[config.mk]
export PLATFORM = sky130hd
export DESIGN_NAME = hermitian_symmetric_subcarrier_builder_flat
export DESIGN_NICKNAME = d
export VERILOG_FILES = /design/src/hssb_pkg.sv /design/src/hssb_if.sv /design/src/hssb_ctrl.sv /design/src/hssb_datapath.sv /design/src/hermitian_symmetric_subcarrier_builder.sv /design/src/flat_wrapper.sv
export SDC_FILE = /design/constraint.sdc
export NUM_CORES = 1
export LEC_CHECK = 0
export BUFFER_PORTS_ARGS = -buffer_cell sky130_fd_sc_hd__buf_2
export CORE_AREA = 2 2 299 301
export DETAILED_ROUTE_END_ITERATION = 6
export DIE_AREA = 0 0 301 303
export PLACE_DENSITY_LB_ADDON = 0.08
export SETUP_SLACK_MARGIN = 0.5
export SLEW_MARGIN = 10
export SYNTH_ARGS = -nofsm -noshare
export SYNTH_HDL_FRONTEND = slang
export SYNTH_SLANG_ARGS = --single-unit
[constraint.sdc]
create_clock -name clock -period 12.2 [get_ports clock]
set_input_delay 2.44 -clock clock [delete_from_list [all_inputs] [get_ports clock]]
set_output_delay 2.44 -clock clock [all_outputs]
set_load 0.1 [all_outputs]
[src/hssb_pkg.sv]
package hssb_pkg;

   localparam int SYMBOL_LEN = 32;
   localparam int IDX_W = $clog2(SYMBOL_LEN);
   localparam logic [IDX_W-1:0] LAST_IDX = IDX_W'(SYMBOL_LEN - 1);
   localparam logic [IDX_W-1:0] FIRST_IDX = IDX_W'(0);
   localparam logic [IDX_W-1:0] MIRROR_END_IDX = IDX_W'(1);
   localparam logic signed [15:0] SAMPLE_MIN = 16'sh8000;
   localparam logic signed [15:0] SAMPLE_MAX = 16'sh7fff;

   typedef struct packed {
      logic signed [15:0] im;
      logic signed [15:0] re;
   } sample_type;

   typedef enum logic [1:0] {
      SEL_ZERO,
      SEL_SAMPLE,
      SEL_CONJ
   } out_sel_type;

   typedef struct packed {
      logic             load;
      out_sel_type      sel;
      logic             last;
      logic             wr_en;
      logic [IDX_W-1:0] wr_addr;
      logic [IDX_W-1:0] rd_addr;
   } cmd_type;

   typedef struct packed {
      logic load_ok;
   } status_type;

   function automatic logic signed [15:0] sat_negate(input logic signed [15:0] v);
      logic signed [15:0] r;
      if (v == SAMPLE_MIN) begin
         r = SAMPLE_MAX;
      end else begin
         r = -v;
      end
      return r;
   endfunction

endpackage

[src/hssb_if.sv]
interface hssb_req_if;
   logic               valid;
   logic               ready;
   logic signed [15:0] in_re;
   logic signed [15:0] in_im;

   modport source (output valid, output in_re, output in_im, input ready);
   modport sink (input valid, input in_re, input in_im, output ready);
endinterface

interface hssb_rsp_if;
   logic               valid;
   logic               ready;
   logic signed [15:0] out_re;
   logic signed [15:0] out_im;
   logic               last_of_symbol;

   modport source (output valid, output out_re, output out_im, output last_of_symbol,
                   input ready);
   modport sink (input valid, input out_re, input out_im, input last_of_symbol,
                 output ready);
endinterface

[src/hssb_ctrl.sv]
module hssb_ctrl (
   input  logic                 clock,
   input  logic                 reset,
   input  logic                 req_valid,
   output logic                 req_ready,
   input  hssb_pkg::status_type status,
   output hssb_pkg::cmd_type    cmd
);

   typedef enum logic [1:0] {
      ST_PASS,
      ST_SEP,
      ST_CONJ
   } state_type;

   state_type                    state_ff, state_in;
   logic [hssb_pkg::IDX_W-1:0]   pos_ff, pos_in;
   logic [hssb_pkg::IDX_W-1:0]   rd_addr_ff, rd_addr_in;
   logic                         accept;

   always_comb begin
      state_in   = state_ff;
      pos_in     = pos_ff;
      rd_addr_in = hssb_pkg::LAST_IDX;
      req_ready  = 1'b0;
      accept     = 1'b0;
      cmd        = '0;
      cmd.sel    = hssb_pkg::SEL_ZERO;
      cmd.wr_addr = pos_ff;
      case (state_ff)
         ST_PASS: begin
            req_ready = status.load_ok;
            accept    = req_valid && status.load_ok;
            cmd.load  = accept;
            cmd.sel   = (pos_ff == hssb_pkg::FIRST_IDX) ? hssb_pkg::SEL_ZERO
                                                        : hssb_pkg::SEL_SAMPLE;
            cmd.wr_en = accept && (pos_ff != hssb_pkg::FIRST_IDX);
            if (accept) begin
               if (pos_ff == hssb_pkg::LAST_IDX) begin
                  pos_in   = hssb_pkg::FIRST_IDX;
                  state_in = ST_SEP;
               end else begin
                  pos_in = pos_ff + 1'b1;
               end
            end
         end
         ST_SEP: begin
            // separator zero; store read of the top entry settles meanwhile
            cmd.load = status.load_ok;
            cmd.sel  = hssb_pkg::SEL_ZERO;
            if (status.load_ok) begin
               state_in = ST_CONJ;
            end
         end
         ST_CONJ: begin
            cmd.load   = status.load_ok;
            cmd.sel    = hssb_pkg::SEL_CONJ;
            cmd.last   = (rd_addr_ff == hssb_pkg::MIRROR_END_IDX);
            rd_addr_in = rd_addr_ff;
            if (status.load_ok) begin
               rd_addr_in = rd_addr_ff - 1'b1;
               if (rd_addr_ff == hssb_pkg::MIRROR_END_IDX) begin
                  state_in = ST_PASS;
               end
            end
         end
         default: begin
            state_in = ST_PASS;
         end
      endcase
      cmd.rd_addr = rd_addr_in;
   end

   always_ff @(posedge clock) begin
      if (reset) begin
         state_ff   <= ST_PASS;
         pos_ff     <= hssb_pkg::FIRST_IDX;
         rd_addr_ff <= hssb_pkg::LAST_IDX;
      end else begin
         state_ff   <= state_in;
         pos_ff     <= pos_in;
         rd_addr_ff <= rd_addr_in;
      end
   end

   a_last_sample_to_sep: assert property (@(posedge clock) disable iff (reset)
      accept && (pos_ff == hssb_pkg::LAST_IDX) |=> state_ff == ST_SEP)
      else $error("last sample of a symbol did not start the mirrored half");

   a_mirror_end: assert property (@(posedge clock) disable iff (reset)
      cmd.load && cmd.last |=> state_ff == ST_PASS && pos_ff == hssb_pkg::FIRST_IDX)
      else $error("mirrored half did not end at the start of a symbol");

   a_no_store_at_zero: assert property (@(posedge clock) disable iff (reset)
      cmd.wr_en |-> pos_ff != hssb_pkg::FIRST_IDX)
      else $error("zeroth subcarrier written to store");

   a_pos_range: assert property (@(posedge clock) disable iff (reset)
      pos_ff <= hssb_pkg::LAST_IDX)
      else $error("symbol position out of range");

   a_conj_from_top: assert property (@(posedge clock) disable iff (reset)
      state_ff == ST_SEP |-> rd_addr_ff == hssb_pkg::LAST_IDX)
      else $error("mirrored read does not start at the last sample");

endmodule

[src/hssb_datapath.sv]
module hssb_datapath (
   input  logic                  clock,
   input  logic                  reset,
   input  hssb_pkg::sample_type  in_sample,
   input  logic                  rsp_ready,
   output logic                  rsp_valid,
   output logic signed [15:0]    rsp_re,
   output logic signed [15:0]    rsp_im,
   output logic                  rsp_last,
   input  hssb_pkg::cmd_type     cmd,
   output hssb_pkg::status_type  status
);

   hssb_pkg::sample_type store_mem [hssb_pkg::SYMBOL_LEN];
   hssb_pkg::sample_type rd_data_ff;
   logic                 out_valid_ff, out_valid_in;
   logic signed [15:0]   out_re_ff, out_re_in;
   logic signed [15:0]   out_im_ff, out_im_in;
   logic                 out_last_ff, out_last_in;

   always_ff @(posedge clock) begin
      if (cmd.wr_en) begin
         store_mem[cmd.wr_addr] <= in_sample;
      end
      rd_data_ff <= store_mem[cmd.rd_addr];
   end

   assign status.load_ok = !out_valid_ff || rsp_ready;

   always_comb begin
      out_valid_in = out_valid_ff && !rsp_ready;
      out_re_in    = out_re_ff;
      out_im_in    = out_im_ff;
      out_last_in  = out_last_ff;
      if (cmd.load) begin
         out_valid_in = 1'b1;
         out_last_in  = cmd.last;
         case (cmd.sel)
            hssb_pkg::SEL_SAMPLE: begin
               out_re_in = in_sample.re;
               out_im_in = in_sample.im;
            end
            hssb_pkg::SEL_CONJ: begin
               out_re_in = rd_data_ff.re;
               out_im_in = hssb_pkg::sat_negate(rd_data_ff.im);
            end
            default: begin
               out_re_in = '0;
               out_im_in = '0;
            end
         endcase
      end
   end

   always_ff @(posedge clock) begin
      if (reset) begin
         out_valid_ff <= 1'b0;
      end else begin
         out_valid_ff <= out_valid_in;
      end
      out_re_ff   <= out_re_in;
      out_im_ff   <= out_im_in;
      out_last_ff <= out_last_in;
   end

   assign rsp_valid = out_valid_ff;
   assign rsp_re    = out_re_ff;
   assign rsp_im    = out_im_ff;
   assign rsp_last  = out_last_ff;

endmodule

[src/hermitian_symmetric_subcarrier_builder.sv]
// a result stands on the response channel in the cycle after its request is taken
// throughput: one request per cycle within a symbol while the sink is ready; the last
// request of a symbol is followed by SYMBOL_LEN further results, set by the single store
// read port, one per cycle while the sink is ready
// reset: symbol position, sequencer state and response valid clear; the sample store
// is not cleared, every entry is written in a symbol before it is read there
module hermitian_symmetric_subcarrier_builder (
   input  logic        clock,
   input  logic        reset,
   hssb_req_if.sink    req_ch,
   hssb_rsp_if.source  rsp_ch
);

   hssb_pkg::cmd_type    cmd;
   hssb_pkg::status_type status;
   hssb_pkg::sample_type in_sample;
   logic                 req_ready;

   assign in_sample.re = req_ch.in_re;
   assign in_sample.im = req_ch.in_im;
   assign req_ch.ready = req_ready;

   hssb_ctrl u_ctrl (
      .clock     (clock),
      .reset     (reset),
      .req_valid (req_ch.valid),
      .req_ready (req_ready),
      .status    (status),
      .cmd       (cmd)
   );

   hssb_datapath u_datapath (
      .clock     (clock),
      .reset     (reset),
      .in_sample (in_sample),
      .rsp_ready (rsp_ch.ready),
      .rsp_valid (rsp_ch.valid),
      .rsp_re    (rsp_ch.out_re),
      .rsp_im    (rsp_ch.out_im),
      .rsp_last  (rsp_ch.last_of_symbol),
      .cmd       (cmd),
      .status    (status)
   );

endmodule
[src/flat_wrapper.sv]
// flat-port wrapper written by rule: the top's interface ports become plain ports
module hermitian_symmetric_subcarrier_builder_flat 
  (clock, reset, req_ch_valid, req_ch_in_re, req_ch_in_im, req_ch_ready, rsp_ch_valid, rsp_ch_out_re, rsp_ch_out_im, rsp_ch_last_of_symbol, rsp_ch_ready);
  hssb_req_if req_ch_i ();
  hssb_rsp_if rsp_ch_i ();
  input  logic clock;
  input  logic reset;
  input wire logic [$bits(req_ch_i.valid)-1:0] req_ch_valid;
  input wire logic [$bits(req_ch_i.in_re)-1:0] req_ch_in_re;
  input wire logic [$bits(req_ch_i.in_im)-1:0] req_ch_in_im;
  output wire logic [$bits(req_ch_i.ready)-1:0] req_ch_ready;
  output wire logic [$bits(rsp_ch_i.valid)-1:0] rsp_ch_valid;
  output wire logic [$bits(rsp_ch_i.out_re)-1:0] rsp_ch_out_re;
  output wire logic [$bits(rsp_ch_i.out_im)-1:0] rsp_ch_out_im;
  output wire logic [$bits(rsp_ch_i.last_of_symbol)-1:0] rsp_ch_last_of_symbol;
  input wire logic [$bits(rsp_ch_i.ready)-1:0] rsp_ch_ready;
  assign req_ch_i.valid = req_ch_valid;
  assign req_ch_i.in_re = req_ch_in_re;
  assign req_ch_i.in_im = req_ch_in_im;
  assign req_ch_ready = req_ch_i.ready;
  assign rsp_ch_valid = rsp_ch_i.valid;
  assign rsp_ch_out_re = rsp_ch_i.out_re;
  assign rsp_ch_out_im = rsp_ch_i.out_im;
  assign rsp_ch_last_of_symbol = rsp_ch_i.last_of_symbol;
  assign rsp_ch_i.ready = rsp_ch_ready;
  hermitian_symmetric_subcarrier_builder u_core (.clock(clock), .reset(reset), .req_ch(req_ch_i), .rsp_ch(rsp_ch_i));
endmodule
# Word-level counts from Yosys, hierarchy flattened
# Memories as Yosys holds them, arrays and structs flattened. A register that Yosys moved wholly into a read port is not among the register bits.
# Cells that the tools add are included.
[word_totals] register_bits=46 latchBits=0 ramBits=1024 rom_bits=0 inputBits=36 out_inout_bits=35 wordCells=53 mem_count=1
[classes] addsub=3 mul=0 div_mod_pow=0 magnitude_cmp=0 n_eq_ne=12 shift=0 n_mux=19 bitwise_logic=0 reduce_logical=11
[memory_table] name="u_core.u_datapath.store_mem" words=32 width=32 read_ports=1 rd_ports_with_merged_regs=1 write_ports=1 line="hssb_datapath.sv:14" rtl="hssb_pkg::sample_type store_mem [hssb_pkg::SYMBOL_LEN];"
[op_table] operator="16-bit one-hot mux with 2 select lines" count=2
[op_table] operator="16-bit equality test (second input constant)" count=1
[op_table] operator="16-bit two-way mux" count=1
[op_table] operator="16-bit negator" count=1
[op_table] operator="5-bit two-way mux" count=3
[op_table] operator="2-bit two-way mux" count=5
[op_table] operator="2-bit inequality test (second input constant)" count=5
[op_table] operator="3-bit one-hot mux with 3 select lines" count=1
[op_table] operator="1-bit two-way mux" count=6
[op_table] operator="2-bit one-hot mux with 3 select lines" count=1
[op_table] operator="5-bit by 1-bit adder with 5-bit output (second input constant)" count=1
[op_table] operator="5-bit by 1-bit equality test with 1-bit output (second input constant)" count=1
[op_table] operator="5-bit equality test (second input constant)" count=1
[op_table] operator="5-bit logical NOT" count=1
[op_table] operator="5-bit AND reduction" count=1
[op_table] operator="5-bit nonzero test" count=1
[op_table] operator="5-bit by 1-bit subtractor with 5-bit output (second input constant)" count=1
[op_table] operator="2-bit by 1-bit equality test with 1-bit output (second input constant)" count=2
[op_table] operator="2-bit equality test (second input constant)" count=2
[op_table] operator="1-bit logical AND" count=3
[op_table] operator="1-bit logical NOT" count=2
[op_table] operator="2-bit logical NOT" count=1
[op_table] operator="2-bit AND reduction" count=1
[op_table] operator="1-bit logical OR" count=1

# Depth between registers and ports, before layout
[logic_depth] ltp_word=7 mapped_depth=12 ltp_nobuf=9

# Modules after synthesis
# Synthesis repeated with hierarchy kept, for this count alone.
[unflattened] cells_unflattened=2363 area_unflattened_um2=42376.9
[by_module_without_submodules] mod="hssb_datapath" instances=1 cells_per_inst=2280 area_each_um2=41665.0 seq_area_each_um2=32401.1
[by_module_without_submodules] mod="hssb_ctrl" instances=1 cells_per_inst=83 area_each_um2=711.9 seq_area_each_um2=240.2

# Least setup slack after synthesis
# OpenSTA, ideal clock, no wires.
[synth_path] path_type="input to register" start="input port rsp_ch_ready" end="memory u_core.u_datapath.store_mem[7][0] (netlist bit), enable pin" setup_ps=461 t_arrival_ps=7507 required_ps=11739 path_slack_ps=4232 cell_stages=6 path_cell_list="nor2b_1 buf_4 nor3_1 nand2_1 clkbuf_1 nor3_1"
[synth_between] elab_chain_cells=6
[synth_rtl] element="from (decl)" line="flat_wrapper.sv:16" rtl="input wire logic [$bits(rsp_ch_i.ready)-1:0] rsp_ch_ready;"
[synth_rtl] element="1-bit logical OR" line="hssb_datapath.sv:28" rtl="assign status.load_ok = !out_valid_ff || rsp_ready;"
[synth_rtl] element="1-bit logical AND" line="hssb_ctrl.sv:33" rtl="accept = req_valid && status.load_ok;"
[synth_rtl] element="1-bit logical AND" line="hssb_ctrl.sv:37" rtl="cmd.wr_en = accept && (pos_ff != hssb_pkg::FIRST_IDX);"
[synth_rtl] element="1-bit two-way mux" line="hssb_ctrl.sv:30" rtl="case (state_ff)"
[synth_rtl] element="1-bit two-way mux" line="hssb_datapath.sv:22" rtl="if (cmd.wr_en) begin"
[synth_rtl] element="1-bit two-way mux (implied by the code)" line="hssb_datapath.sv:23" rtl="store_mem[cmd.wr_addr] <= in_sample;"
[synth_rtl] element="to (decl)" line="hssb_datapath.sv:14"
# Every way passes these cells.

# Worst setup path in the final report
[layout_path] start="input port rsp_ch_ready" end="register, netlist name u_core.u_datapath.rd_data_ff[3]"
[layout_between] elab_chain_cells=3
[layout_rtl] element="1-bit logical OR" line="hssb_datapath.sv:28"
[layout_rtl] element="5-bit two-way mux" line="hssb_ctrl.sv:60" rtl="if (status.load_ok) begin"
[layout_rtl] element="5-bit two-way mux" line="hssb_ctrl.sv:30"
# Every way passes these cells.
# A chain may end at the register's enable or synchronous reset.

==> impl_metrics.json <==
{
  "crit_required_ps": 12780,
  "start_util_pct": 49.6,
  "cp_cell_sequence": "buf_2 -> nor2b_1 -> xnor2_4 -> buf_4 -> buf_4 -> buf_4 -> and3_1 -> a211oi_1 -> o21bai_1 -> o2111ai_1 -> nor4_1",
  "grt_pass1_wl_um": 184000,
  "fp.dieW_um": 301,
  "fin_ws_ps": 5480,
  "p_switching_uw": 1620,
  "die_area_mm2": 0.0912,
  "fin_skew_ps": 14.8,
  "portBuffers": 70,
  "grt_usage_pct": 28.1,
  "routed_wl_um": 128000,
  "synth_edf_count": 1057,
  "path_max_fanout": 111,
  "globalplace.congestion": 0.776,
  "final.period_utilization_pct": 55.1,
  "crit_arrival_ps": 7300,
  "leakagePower_uw": 0.0173,
  "total_power_uw": 7800,
  "pwr-share-clk_pct": 44.2,
  "fin_crit_ps": 6720,
  "switching_share_pct": 20.8,
  "die_h_um": 303,
  "p_comb_share_pct": 2.4,
  "p_per_area_mw_per_mm2": 159,
  "layout.cells.non_filler": 4391,
  "status": "finished, final reports clean",
  "drv_cap": 0,
  "ctsResizeCount": 0,
  "htreeDepth": 3,
  "cpLargestDelayFamily": "buffers and inverters",
  "wl_per_cell_um": 29.2,
  "synthTopCellsByArea": "edfxtp_1 (73%), a211oi_1 (5.0%), nand2_1 (4.2%)",
  "tns_ps": 0,
  "dp_slack_ps": 4880,
  "yosys_most_used_dff": "edfxtp_1",
  "vias": 27587,
  "cts_setup_buffers": 0,
  "ys_ff_latch": 1102,
  "worst_setup_hold_path_clk_slew_ps": 60,
  "final_antenna_net_count": 0,
  "top_usage_layer": "met2",
  "place_inst": 4175,
  "clockBufferDepth": 3,
  "finish.utilization_pct": 55.8,
  "async_reset_ff_share_pct": 0,
  "grtUsageMet1_pct": 40.6,
  "slew_headroom_pct": 18.4,
  "ctsHoldBuffers": 0,
  "clock_latency_ps": 690,
  "hold_violations": 0,
  "drt_first_pass_iters": 5,
  "pin_count": 71,
  "drt-initial-drc-count": 3335,
  "hold_path_class": "flop to flop",
  "synthTopCellsByCount": "edfxtp_1 (1,057), nand2_1 (492), and3_1 (290)",
  "overflow": 0,
  "grt_use_met3_pct": 4.76,
  "drive_above_1_share_pct": 11.1,
  "synth-warning-count": 0,
  "antenna_found_initial": 12,
  "timing.reg2reg.setup_slack_ps": 5830,
  "yosys.area.top_type": "edfxtp_1",
  "rsz0062_at_grt": "false",
  "drc": 0,
  "grt_max_degree": 196,
  "synth_top_area_share_pct": 72.7,
  "crit_path_end_kind": "flop",
  "grt_pass1_vias": 26409,
  "final-seq-area_mm2": 0.0326,
  "syn_avg_cell_area_um2": 14.1,
  "yosysSeqAreaShare_pct": 74.8,
  "area_growth_pct": 12.5,
  "yosysMostFrequentCell": "edfxtp_1",
  "path_buf_inv": 4,
  "crit_path_top_delay_cell": "buf_4",
  "vdd_drop_max_mv": 0.144,
  "vias_per_cell": 6.28,
  "p_seq_share_pct": 53.5,
  "multi_input_area_mm2": 0.0104,
  "synthCells": 3095,
  "max_stage_delay_ps": 950,
  "fin_nets": 3169,
  "drv_slew": 0,
  "cp-start-kind": "primary input",
  "internal_power_uw": 6190,
  "worst_pin_slew_ps": 1220,
  "tritoncts": "built",
  "crit_path_frequent_cell": "buf_4",
  "rows": 109,
  "root_buffer": "clkbuf_16",
  "crit_type": "primary input to flop",
  "fillers": 6981,
  "coreArea_mm2": 0.0880,
  "setup_viol_count_final": 0,
  "syn_area_mm2": 0.0436,
  "hpwl_um": 59400,
  "synth_cell_type_count": 57,
  "numClockSinks": 1102,
  "grtUsageMet2_pct": 44.1,
  "tritoncts.num_buffers": 113,
  "fmax_mhz": 149
}
[metal layers]
metal  routed length [um]  vias up
met5                   21        -
met4                 3370        4
met3                10200      230
met2                59700     1212
met1                54900    14138
li1                     -    12003
[cell type report]
| class | count | share of cell area [%] |
|---|---|---|
| flip-flops and latches | 1102 | 66.5 |
| multi-input cells | 1770 | 21.2 |
| clock buffers | 147 | 6.22 |
| well taps | 1165 | 2.97 |
| repair buffers | 129 | 1.67 |
| clock inverters | 66 | 1.34 |
| inverters | 9 | 0.0688 |
| diodes | 3 | 0.0153 |
[kinds of logic after synthesis]
group / after synthesis / synth area share [%]
DFF: 1102 / 74.8
adders and majority gates: 8 / 0.229
AOI/OAI and AO/OA: 659 / 10.5
other: 1 / 0.00859
buffers and inverters: 254 / 2.29
and+or+nand+nor: 1053 / 11.7
muxes: 3 / 0.0688
xor gates and xnor gates: 15 / 0.387
[through the flow]
| step | area [um^2] | hold WS (ps) |
|---|---|---|
| 2_1_floorplan | 43700 | 502 |
| 5_1_grt | 49100 | 581 |
| 3_3_place_gp | 45400 | 561 |
| 6_report | 49100 | 567 |
| 3_5_place_dp | 45400 | 522 |
| 4_1_cts | 49100 | 566 |
[registers in the layout, summed over array words and instances, names as in the netlist]
signal,cells
u_core.u_datapath.store_mem,1024
u_core.u_datapath.rsp_im,16
u_core.u_datapath.rsp_re,16
u_core.u_ctrl.state_ff,2
u_core.u_datapath.rd_data_ff,32
u_core.u_ctrl.pos_ff,5
u_core.u_datapath.rsp_last,1
u_core.u_ctrl.rd_addr_ff,5
u_core.u_datapath.rsp_valid,1
[worst register-to-register path, cell delays in order (launching register included)]
cell and delay [ps]:
dfxtp_1 510, nor2b_4 980, buf_4 890, buf_4 980
nand2b_4 750, nand3_2 860, buf_4 480, o21bai_1 190
o2111ai_1 140, nor4_1 460
[power groups by stage]
stage / sequential (uW) / clock, uW / combinational (uW)
CTS: 4170 / 3490 / 184
global route: 4170 / 3640 / 194
floorplan: 4310 / 0 / 30.6
global placement: 4250 / 0 / 180
detailed placement: 4250 / 0 / 183
finish: 4170 / 3450 / 185
[placed cells by master, fill, tap and decap left out, types with 57 or more instances in the layout]
cell,n
o21bai_1,62
nand2_1,491
and3_1,288
buf_4,57
edfxtp_1,1057
clkbuf_16,114
a211oi_1,288
a31oi_1,99
nand3_1,132
a21oi_1,71
buf_2,70
[worst paths after layout]
path / startpoint / end / cells after the start
setup reg to reg: u_core.u_ctrl.state_ff[1] / u_core.u_datapath.rd_data_ff[19] / 9
hold / removal: u_core.u_datapath.rd_data_ff[5] / u_core.u_datapath.rsp_re[5] / 1
setup / recovery: rsp_ch_ready / u_core.u_datapath.rd_data_ff[3] / 11
hold reg to reg: u_core.u_datapath.rd_data_ff[5] / u_core.u_datapath.rsp_re[5] / 1
No activity file was read; power rests on OpenSTA's default activity.
